[config.mk]
export PLATFORM = sky130hd
export DESIGN_NAME = semver_string_validator_core
export DESIGN_NICKNAME = d
export VERILOG_FILES = /design/src/rtl/core/svv_pkg.sv /design/src/rtl/core/semver_string_validator_core.sv /design/src/rtl/core/svv_parse.sv /design/src/rtl/core/svv_out_fifo.sv
export SDC_FILE = /design/constraint.sdc
export NUM_CORES = 1
export LEC_CHECK = 0
export ABC_CLOCK_PERIOD_IN_PS = 30200
export BUFFER_PORTS_ARGS = -buffer_cell sky130_fd_sc_hd__buf_2
export CORE_MARGIN = 10
export CORE_UTILIZATION = 66
export DETAILED_ROUTE_END_ITERATION = 7
export GPL_ROUTABILITY_DRIVEN = 0
export GPL_TIMING_DRIVEN = 0
export PLACE_DENSITY = 0.86
export SETUP_SLACK_MARGIN = 0.2
export SYNTH_ARGS = -nofsm -noshare
export SYNTH_HDL_FRONTEND = slang
export SYNTH_SLANG_ARGS = --single-unit
export TNS_END_PERCENT = 5
[constraint.sdc]
create_clock -name clk_i -period 30.2 [get_ports clk_i]
set_input_delay 1.51 -clock clk_i [delete_from_list [all_inputs] [get_ports clk_i]]
set_output_delay 1.51 -clock clk_i [all_outputs]
set_load 0.05 [all_outputs]
[src/rtl/core/svv_pkg.sv]
package svv_pkg;

  localparam int MaxLen   = 256;
  localparam int PosLimit = (MaxLen < 256) ? MaxLen : 256;
  localparam int PosW     = 8;
  localparam int NumW     = 63;
  localparam int FifoDepth = 2;
  localparam int FifoCntW  = $clog2(FifoDepth + 1);
  localparam int FifoPtrW  = (FifoDepth > 1) ? $clog2(FifoDepth) : 1;

  // parser phases
  localparam logic [3:0] PhMajFirst = 4'd0;
  localparam logic [3:0] PhMajMore  = 4'd1;
  localparam logic [3:0] PhMajZero  = 4'd2;
  localparam logic [3:0] PhMinFirst = 4'd3;
  localparam logic [3:0] PhMinMore  = 4'd4;
  localparam logic [3:0] PhMinZero  = 4'd5;
  localparam logic [3:0] PhPatFirst = 4'd6;
  localparam logic [3:0] PhPatMore  = 4'd7;
  localparam logic [3:0] PhPatZero  = 4'd8;
  localparam logic [3:0] PhPreFirst = 4'd9;
  localparam logic [3:0] PhPreIn    = 4'd10;
  localparam logic [3:0] PhBldFirst = 4'd11;
  localparam logic [3:0] PhBldIn    = 4'd12;

  // identifier flag bits
  localparam int FlagNum   = 0;
  localparam int FlagZero  = 1;
  localparam int FlagMulti = 2;
  localparam logic [2:0] FlagsBadPre = 3'b111;

  localparam logic [7:0] ChZero  = 8'h30;
  localparam logic [7:0] ChNine  = 8'h39;
  localparam logic [7:0] ChDash  = 8'h2D;
  localparam logic [7:0] ChDot   = 8'h2E;
  localparam logic [7:0] ChPlus  = 8'h2B;
  localparam logic [7:0] ChLoA   = 8'h61;
  localparam logic [7:0] ChLoZ   = 8'h7A;
  localparam logic [7:0] ChUpA   = 8'h41;
  localparam logic [7:0] ChUpZ   = 8'h5A;

  // packed first member lands in the top bits
  typedef struct packed {
    logic            too_long;
    logic [PosW-1:0] prerelease_len;
    logic [PosW-1:0] prerelease_start;
    logic            has_prerelease;
    logic [NumW-1:0] patch;
    logic [NumW-1:0] minor;
    logic [NumW-1:0] major;
    logic            valid_res;
  } res_t;

  localparam int ResW = $bits(res_t);

  function automatic logic is_dig(input logic [7:0] c);
    is_dig = (c >= ChZero) && (c <= ChNine);
  endfunction

  function automatic logic is_ident(input logic [7:0] c);
    is_ident = is_dig(c) || ((c >= ChLoA) && (c <= ChLoZ)) ||
               ((c >= ChUpA) && (c <= ChUpZ)) || (c == ChDash);
  endfunction

endpackage

[src/rtl/core/semver_string_validator_core.sv]
// Strict SemVer 2.0.0 syntax checker on a byte stream. One character of the
// version string is taken per transfer on the slave side, with tlast on the
// final character; one result transfer leaves on the master side for each
// string, right after its final character, none for the others. The block
// takes one character every cycle while the result buffer has room: each
// character passes an input register and the parse logic (the widest part
// is the 63-bit times-ten add with its overflow check) and, for the final
// character, a two-entry result buffer, from which its result is offered.
// A final character waits in the input register only while both buffer
// entries are full; other characters never wait. Numbers are limited to
// 2^63-1, at most 256 characters are
// parsed per string (longer strings raise too_long and report invalid), any
// syntax fault sticks until the final character, and all numeric and
// prerelease fields read zero on an invalid string. The build part is checked
// and then dropped. No clearing pass after reset.
module semver_string_validator_core (
  input  logic                      clk_i,
  input  logic                      rst_ni,
  // slave side: one string character per transfer
  input  logic                      s_axis_tvalid,
  output logic                      s_axis_tready,
  input  logic [7:0]                s_axis_tdata,   // [7:0] ch
  input  logic                      s_axis_tlast,   // final character of the string
  // master side: one result per string
  output logic                      m_axis_tvalid,
  input  logic                      m_axis_tready,
  // [0] valid_res, [63:1] major, [126:64] minor, [189:127] patch,
  // [190] has_prerelease, [198:191] prerelease_start,
  // [206:199] prerelease_len, [207] too_long
  output logic [svv_pkg::ResW-1:0]  m_axis_tdata
);

  logic          in_v_q;
  logic [7:0]    ch_q;
  logic          last_q;
  logic          advance;
  logic          fifo_space;
  logic          res_valid;
  svv_pkg::res_t res;
  svv_pkg::res_t out_res;

  // a final character may only advance when the result buffer has room;
  // other characters never wait
  assign advance       = in_v_q & (~last_q | fifo_space);
  assign s_axis_tready = ~in_v_q | advance;

  always_ff @(posedge clk_i or negedge rst_ni) begin
    if (!rst_ni) begin
      in_v_q <= 1'b0;
    end else if (s_axis_tvalid && s_axis_tready) begin
      in_v_q <= 1'b1;
    end else if (advance) begin
      in_v_q <= 1'b0;
    end
  end

  always_ff @(posedge clk_i) begin
    if (s_axis_tvalid && s_axis_tready) begin
      ch_q   <= s_axis_tdata;
      last_q <= s_axis_tlast;
    end
  end

  svv_parse u_parse (
    .clk_i       (clk_i),
    .rst_ni      (rst_ni),
    .step_i      (advance),
    .ch_i        (ch_q),
    .last_i      (last_q),
    .res_valid_o (res_valid),
    .res_o       (res)
  );

  svv_out_fifo u_out_fifo (
    .clk_i   (clk_i),
    .rst_ni  (rst_ni),
    .push_i  (res_valid),
    .data_i  (res),
    .space_o (fifo_space),
    .valid_o (m_axis_tvalid),
    .ready_i (m_axis_tready),
    .data_o  (out_res)
  );

  assign m_axis_tdata = out_res;

endmodule

[src/rtl/core/svv_parse.sv]
module svv_parse (
  input  logic                 clk_i,
  input  logic                 rst_ni,
  input  logic                 step_i,
  input  logic [7:0]           ch_i,
  input  logic                 last_i,
  output logic                 res_valid_o,
  output svv_pkg::res_t        res_o
);

  logic [3:0]                    phase_q, phase_d;
  logic [svv_pkg::NumW-1:0]      acc_q, acc_d;
  logic [svv_pkg::NumW-1:0]      maj_q, maj_d;
  logic [svv_pkg::NumW-1:0]      min_q, min_d;
  logic [2:0]                    flags_q, flags_d;
  logic [svv_pkg::PosW-1:0]      pos_q, pos_d;
  logic [svv_pkg::PosW-1:0]      pre_begin_q, pre_begin_d;
  logic [svv_pkg::PosW-1:0]      pre_count_q, pre_count_d;
  logic                          err_q, err_d;
  logic                          overlong_q, overlong_d;

  logic                          dig, ident, fault, ok;
  logic [svv_pkg::NumW+3:0]      mul;
  logic                          ovf;
  logic [svv_pkg::PosW:0]        pos_inc;
  svv_pkg::res_t                 res;

  assign dig     = svv_pkg::is_dig(ch_i);
  assign ident   = svv_pkg::is_ident(ch_i);
  // acc*10 + digit, overflow when it passes 2^63-1
  assign mul     = {1'b0, acc_q, 3'b000} + {3'b000, acc_q, 1'b0} +
                   {{(svv_pkg::NumW){1'b0}}, ch_i[3:0]};
  assign ovf     = |mul[svv_pkg::NumW+3:svv_pkg::NumW];
  assign pos_inc = {1'b0, pos_q} + 1'b1;

  always_comb begin
    phase_d     = phase_q;
    acc_d       = acc_q;
    maj_d       = maj_q;
    min_d       = min_q;
    flags_d     = flags_q;
    pre_begin_d = pre_begin_q;
    pre_count_d = pre_count_q;
    fault       = 1'b0;
    case (phase_q)
      svv_pkg::PhMajFirst, svv_pkg::PhMinFirst, svv_pkg::PhPatFirst: begin
        if (!dig) begin
          fault = 1'b1;
        end else begin
          acc_d   = {{(svv_pkg::NumW-4){1'b0}}, ch_i[3:0]};
          phase_d = (ch_i == svv_pkg::ChZero) ? phase_q + 4'd2 : phase_q + 4'd1;
        end
      end
      svv_pkg::PhMajMore, svv_pkg::PhMinMore,
      svv_pkg::PhMajZero, svv_pkg::PhMinZero: begin
        if (dig && (phase_q == svv_pkg::PhMajMore || phase_q == svv_pkg::PhMinMore)) begin
          if (ovf) fault = 1'b1;
          else acc_d = mul[svv_pkg::NumW-1:0];
        end else if (ch_i != svv_pkg::ChDot) begin
          fault = 1'b1;
        end else begin
          if (phase_q == svv_pkg::PhMajMore || phase_q == svv_pkg::PhMajZero) begin
            maj_d   = acc_q;
            phase_d = svv_pkg::PhMinFirst;
          end else begin
            min_d   = acc_q;
            phase_d = svv_pkg::PhPatFirst;
          end
          acc_d = '0;
        end
      end
      svv_pkg::PhPatMore, svv_pkg::PhPatZero: begin
        if (dig && phase_q == svv_pkg::PhPatMore) begin
          if (ovf) fault = 1'b1;
          else acc_d = mul[svv_pkg::NumW-1:0];
        end else if (ch_i == svv_pkg::ChDash) begin
          pre_begin_d = pos_inc[svv_pkg::PosW-1:0];
          pre_count_d = '0;
          phase_d     = svv_pkg::PhPreFirst;
        end else if (ch_i == svv_pkg::ChPlus) begin
          phase_d = svv_pkg::PhBldFirst;
        end else begin
          fault = 1'b1;
        end
      end
      svv_pkg::PhPreFirst, svv_pkg::PhBldFirst: begin
        if (!ident) begin
          fault = 1'b1;
        end else begin
          flags_d = {1'b0, ch_i == svv_pkg::ChZero, dig};
          if (phase_q == svv_pkg::PhPreFirst) begin
            phase_d     = svv_pkg::PhPreIn;
            pre_count_d = pre_count_q + 1'b1;
          end else begin
            phase_d = svv_pkg::PhBldIn;
          end
        end
      end
      svv_pkg::PhPreIn: begin
        if (ident) begin
          flags_d[svv_pkg::FlagMulti] = 1'b1;
          flags_d[svv_pkg::FlagNum]   = flags_q[svv_pkg::FlagNum] & dig;
          pre_count_d = pre_count_q + 1'b1;
        end else if (flags_q == svv_pkg::FlagsBadPre) begin
          fault = 1'b1;   // numeric identifier with a leading zero
        end else if (ch_i == svv_pkg::ChDot) begin
          phase_d     = svv_pkg::PhPreFirst;
          pre_count_d = pre_count_q + 1'b1;
        end else if (ch_i == svv_pkg::ChPlus) begin
          phase_d = svv_pkg::PhBldFirst;
        end else begin
          fault = 1'b1;
        end
      end
      svv_pkg::PhBldIn: begin
        if (ident) begin
          flags_d[svv_pkg::FlagMulti] = 1'b1;
          flags_d[svv_pkg::FlagNum]   = flags_q[svv_pkg::FlagNum] & dig;
        end else if (ch_i == svv_pkg::ChDot) begin
          phase_d = svv_pkg::PhBldFirst;
        end else begin
          fault = 1'b1;
        end
      end
      default: fault = 1'b1;
    endcase
    // sticky error and overlong freeze the parse
    if (err_q || overlong_q) begin
      phase_d     = phase_q;
      acc_d       = acc_q;
      maj_d       = maj_q;
      min_d       = min_q;
      flags_d     = flags_q;
      pre_begin_d = pre_begin_q;
      pre_count_d = pre_count_q;
      fault       = 1'b0;
    end
  end

  always_comb begin
    err_d      = err_q | fault;
    overlong_d = overlong_q;
    pos_d      = pos_q;
    if (!last_i) begin
      if ({1'b0, pos_inc} >= svv_pkg::PosLimit[svv_pkg::PosW+1:0]) overlong_d = 1'b1;
      else pos_d = pos_inc[svv_pkg::PosW-1:0];
    end
  end

  always_comb begin
    ok = !err_d && !overlong_q;
    if (phase_d == svv_pkg::PhPreIn) begin
      ok = ok && (flags_d != svv_pkg::FlagsBadPre);
    end else begin
      ok = ok && (phase_d == svv_pkg::PhPatMore || phase_d == svv_pkg::PhPatZero ||
                  phase_d == svv_pkg::PhBldIn);
    end
    res                  = '0;
    res.too_long         = overlong_q;
    if (ok) begin
      res.valid_res = 1'b1;
      res.major     = maj_d;
      res.minor     = min_d;
      res.patch     = acc_d;
      if (pre_begin_d != '0) begin
        res.has_prerelease   = 1'b1;
        res.prerelease_start = pre_begin_d;
        res.prerelease_len   = pre_count_d;
      end
    end
  end

  assign res_valid_o = step_i & last_i;
  assign res_o       = res;

  always_ff @(posedge clk_i or negedge rst_ni) begin
    if (!rst_ni) begin
      phase_q     <= svv_pkg::PhMajFirst;
      acc_q       <= '0;
      maj_q       <= '0;
      min_q       <= '0;
      flags_q     <= '0;
      pos_q       <= '0;
      pre_begin_q <= '0;
      pre_count_q <= '0;
      err_q       <= 1'b0;
      overlong_q  <= 1'b0;
    end else if (step_i) begin
      if (last_i) begin
        phase_q     <= svv_pkg::PhMajFirst;
        acc_q       <= '0;
        maj_q       <= '0;
        min_q       <= '0;
        flags_q     <= '0;
        pos_q       <= '0;
        pre_begin_q <= '0;
        pre_count_q <= '0;
        err_q       <= 1'b0;
        overlong_q  <= 1'b0;
      end else begin
        phase_q     <= phase_d;
        acc_q       <= acc_d;
        maj_q       <= maj_d;
        min_q       <= min_d;
        flags_q     <= flags_d;
        pos_q       <= pos_d;
        pre_begin_q <= pre_begin_d;
        pre_count_q <= pre_count_d;
        err_q       <= err_d;
        overlong_q  <= overlong_d;
      end
    end
  end

endmodule

[src/rtl/core/svv_out_fifo.sv]
module svv_out_fifo (
  input  logic                      clk_i,
  input  logic                      rst_ni,
  input  logic                      push_i,
  input  svv_pkg::res_t             data_i,
  output logic                      space_o,
  output logic                      valid_o,
  input  logic                      ready_i,
  output svv_pkg::res_t             data_o
);

  svv_pkg::res_t                     mem_q [svv_pkg::FifoDepth];
  logic [svv_pkg::FifoCntW-1:0]      cnt_q;
  logic [svv_pkg::FifoPtrW-1:0]      wr_q, rd_q;
  logic                              pop;

  assign valid_o = (cnt_q != '0);
  assign space_o = (cnt_q != svv_pkg::FifoDepth[svv_pkg::FifoCntW-1:0]);
  assign pop     = valid_o & ready_i;
  assign data_o  = mem_q[rd_q];

  function automatic logic [svv_pkg::FifoPtrW-1:0] ptr_next(
      input logic [svv_pkg::FifoPtrW-1:0] p);
    ptr_next = (p == svv_pkg::FifoPtrW'(svv_pkg::FifoDepth - 1)) ? '0 : p + 1'b1;
  endfunction

  always_ff @(posedge clk_i or negedge rst_ni) begin
    if (!rst_ni) begin
      cnt_q <= '0;
      wr_q  <= '0;
      rd_q  <= '0;
    end else begin
      if (push_i) wr_q <= ptr_next(wr_q);
      if (pop) rd_q <= ptr_next(rd_q);
      if (push_i && !pop) cnt_q <= cnt_q + 1'b1;
      else if (pop && !push_i) cnt_q <= cnt_q - 1'b1;
    end
  end

  always_ff @(posedge clk_i) begin
    if (push_i) mem_q[wr_q] <= data_i;
  end

endmodule

==> out/qor.yml <==
run_status:
  status: "complete, but fails checks"
  failed_checks: "DRC"
power:
  p_sw_share_pct: 44.8
  power_frac_comb_pct: 44.8
  pwr_density_cell_nw_per_um2: 88.5
  clockPowerShare_pct: 23.4
  pwr-share-seq_pct: 31.8
  ir_worst_vdd_mv: 0.0758
  power_switching_mw: 1.58
  power.internal_mw: 1.94
  leakage_nw: 15.3
clock_network:
  cts_buffer_depth: 3
  cts_buffers: 68
  cts_sinks: 652
  cts_tree: "yes"
  insertion_delay_ps: 640
  htreeDepth: 3
  path_clk_slew_ps: 60
  hold_buffers: 0
  cts_resized: 0
  cts-root-buf: "clkbuf_16"
  cts_setup_buffers: 0
setup_path:
  worst_setup_path_start_kind: "flop"
  rrSetupSlack_ps: 24490
  cp-end-kind: "output pin"
  path_max_fanout: 10
  required_ps: 28690
  worstSetupPathType: "reg -> out"
  cp_data_arrival_time_ps: 4360
final_layout:
  drive_above_1_share_pct: 26.7
  nets: 3321
  stdcell_count: 3911
  post-route-util_pct: 75.3
  area_delta_synth_final_pct: 12.7
  antenna_cells: 0
  design_area_um2: 39700
  num-fill-cells: 3305
drt:
  routed_wl_mm: 98.4
  final_antenna_net_count: 0
  num_vias: 26900
  drc: 33
  detail_route.vias_per_cell: 6.89
  drtIter0Drc: 3304
  wl_per_cell_um: 25.2
  firstDrtPassIters: 8
timing:
  setup_slack_ps: 24330
  setup_viol: 0
  min_period_ps: 5870
  max_slew_margin_pct: 12.8
  fin_setup_tns_ps: 0
  rsz0062_at_grt: "no"
  skew_ps: 32.2
  tightest_slew_ps: 1310
  drv_slew: 0
  finalHoldViolations: 0
  post-route-period-util_pct: 19.4
  fmax_mhz: 170
logic_synthesis:
  yosysTopAreaCell: "edfxtp_1"
  synth.distinct_cells: 103
  synth_edf_count: 425
  ys_seq_elements: 652
  synth_top_area_share_pct: 36.2
  syn-num-nets: 3014
  synth_area_per_cell_um2: 12.3
  synth_area_leaders: "edfxtp_1, dfrtp_1, mux2_2"
  yosys_warnings: 0
  ys_async_sr_fraction_pct: 34.8
  syn_inst: 2866
  ys_seq_area_share_pct: 52.3
  synth.cell_area_um2: 35200
  ys.flop_type: "edfxtp_1"
floorplanning:
  die_y_um: 251
  io_pins: 223
  dieArea_um2: 63000
  start_util_pct: 66.8
  fp-row-count: 84
  core_um2: 52800
  die_x_um: 251
placement:
  io_buffers: 222
  numPlacedInstances: 3791
  place_area_um2: 37600
  hpwl_mm: 68.8
  pre_cts_slack_ps: 24800
global_routing:
  grt_pass1_vias: 26600
  grtUsageTotal_pct: 30.5
  grt_max_degree: 120
  antenna_found_initial: 0
  gr-total-overflow: 0
  grt_pass1_wl_mm: 152
job:
  cap_violations: 0
worst_hold_path:
  hold_path_class: "reg -> reg"
## sequential cells by signal (all words and copies together) (netlist names)
signal	count
u_out_fifo.rd_q	1
u_parse.phase_q	4
u_parse.err_q	1
u_parse.pre_count_q	8
u_out_fifo.wr_q	1
u_parse.pre_begin_q	8
u_parse.min_q	63
in_v_q	1
u_parse.acc_q	63
u_parse.overlong_q	1
u_parse.flags_q	3
last_q	1
u_parse.pos_q	8
u_parse.maj_q	63
u_out_fifo.mem_q	416
ch_q	8
u_out_fifo.cnt_q	2
## worst max-delay path, stage by stage, from the launching register on
cell and delay, ps:
dfrtp_1 340, clkbuf_1 880, clkbuf_1 1030, clkbuf_1 740, mux2_2 480, buf_2 230
## cells in the final DEF (no fill, tap or decap), types with 51 or more instances in the layout
master and n:
nand2_1 185, edfxtp_1 425, dfrtp_1 227, buf_2 279, mux2i_1 126, a21oi_1 137
a22o_1 173, o21ai_0 170, clkbuf_1 122, clkbuf_16 71, a211oi_1 51, ha_1 133
nor2_1 90, mux2_2 210, nor3_2 123
## metal layers
metal	share of wire, %	vias to the layer above	track usage (%)
met1	37	13200	37.9
met5	0	-	0
met4	5.0	0	14.6
met2	47	1698	49.4
li1	-	11700	-
met3	10	401	7.85
## power groups by stage
stage / Clock, mW / Sequential (mW) / Combinational [mW]
2_1_floorplan: 0 / 1.15 / 1.13
3_3_place_gp: 0 / 1.17 / 1.49
3_5_place_dp: 0 / 1.13 / 1.54
4_1_cts: 0.829 / 1.12 / 1.55
5_1_grt: 0.869 / 1.13 / 1.64
6_report: 0.823 / 1.12 / 1.57
## synthesized netlist by cell type (9+ instances only)
cell type	n
edfxtp_1	425
dfrtp_1	227
mux2_2	210
nand2_1	185
a22o_1	173
o21ai_0	170
a21oi_1	137
ha_1	133
mux2i_1	126
nor3_2	122
clkbuf_1	109
nor2_1	92
buf_2	58
a211oi_1	51
nand3_1	50
nor3_1	47
nand4_1	44
xnor2_1	44
a211oi_2	32
inv_1	31
xor2_1	26
a21o_1	22
and3_1	20
buf_6	20
a31oi_1	19
o21a_1	17
o211ai_1	16
and2_1	14
o21ai_1	14
buf_4	13
nor2b_1	13
o21bai_1	13
o22ai_1	11
nand2b_1	9
o2bb2ai_1	9
## cell families after synthesis
group | Yosys count | synth area share [%]
flops | 652 | 52.3
simple gates | 657 | 11.2
mux | 337 | 10.3
fa+ha+maj | 135 | 4.84
compound gates | 774 | 16.0
xor+xnor | 70 | 1.74
buf+inv | 241 | 3.47
## path summary, 6_finish.rpt
check,startpoint,to,cells past startpoint
worst max-delay path,u_out_fifo.rd_q,m_axis_tdata[174],5
worst min-delay path,u_parse.pre_begin_q[5],u_parse.pre_begin_q[5],2
worst max register to register,ch_q[3],u_out_fifo.mem_q[0][129],16
worst min register to register,u_parse.pre_begin_q[5],u_parse.pre_begin_q[5],2
max in group asynchronous,rst_ni,u_parse.acc_q[24],2
min in group asynchronous,rst_ni,u_parse.pre_begin_q[4],1
## per-stage QoR
stage	total power, mW	hold WS [ps]
after floorplan	2.28	445
after global placement	2.66	463
after detailed placement	2.68	476
after CTS	3.50	490
after global routing	3.63	515
final	3.51	491
## final cells by class
type / count / area, µm² / share of cell area (%)
sequential: 652 / 18400 / 46.4
multi-input combinational: 1973 / 15600 / 39.3
clock buffer: 87 / 1870 / 4.70
timing repair buffer: 237 / 1430 / 3.60
buffer: 210 / 1110 / 2.78
tap: 688 / 861 / 2.17
clock inverter: 33 / 298 / 0.750
inverter: 31 / 116 / 0.293
Power figures use the tool's default switching activity.
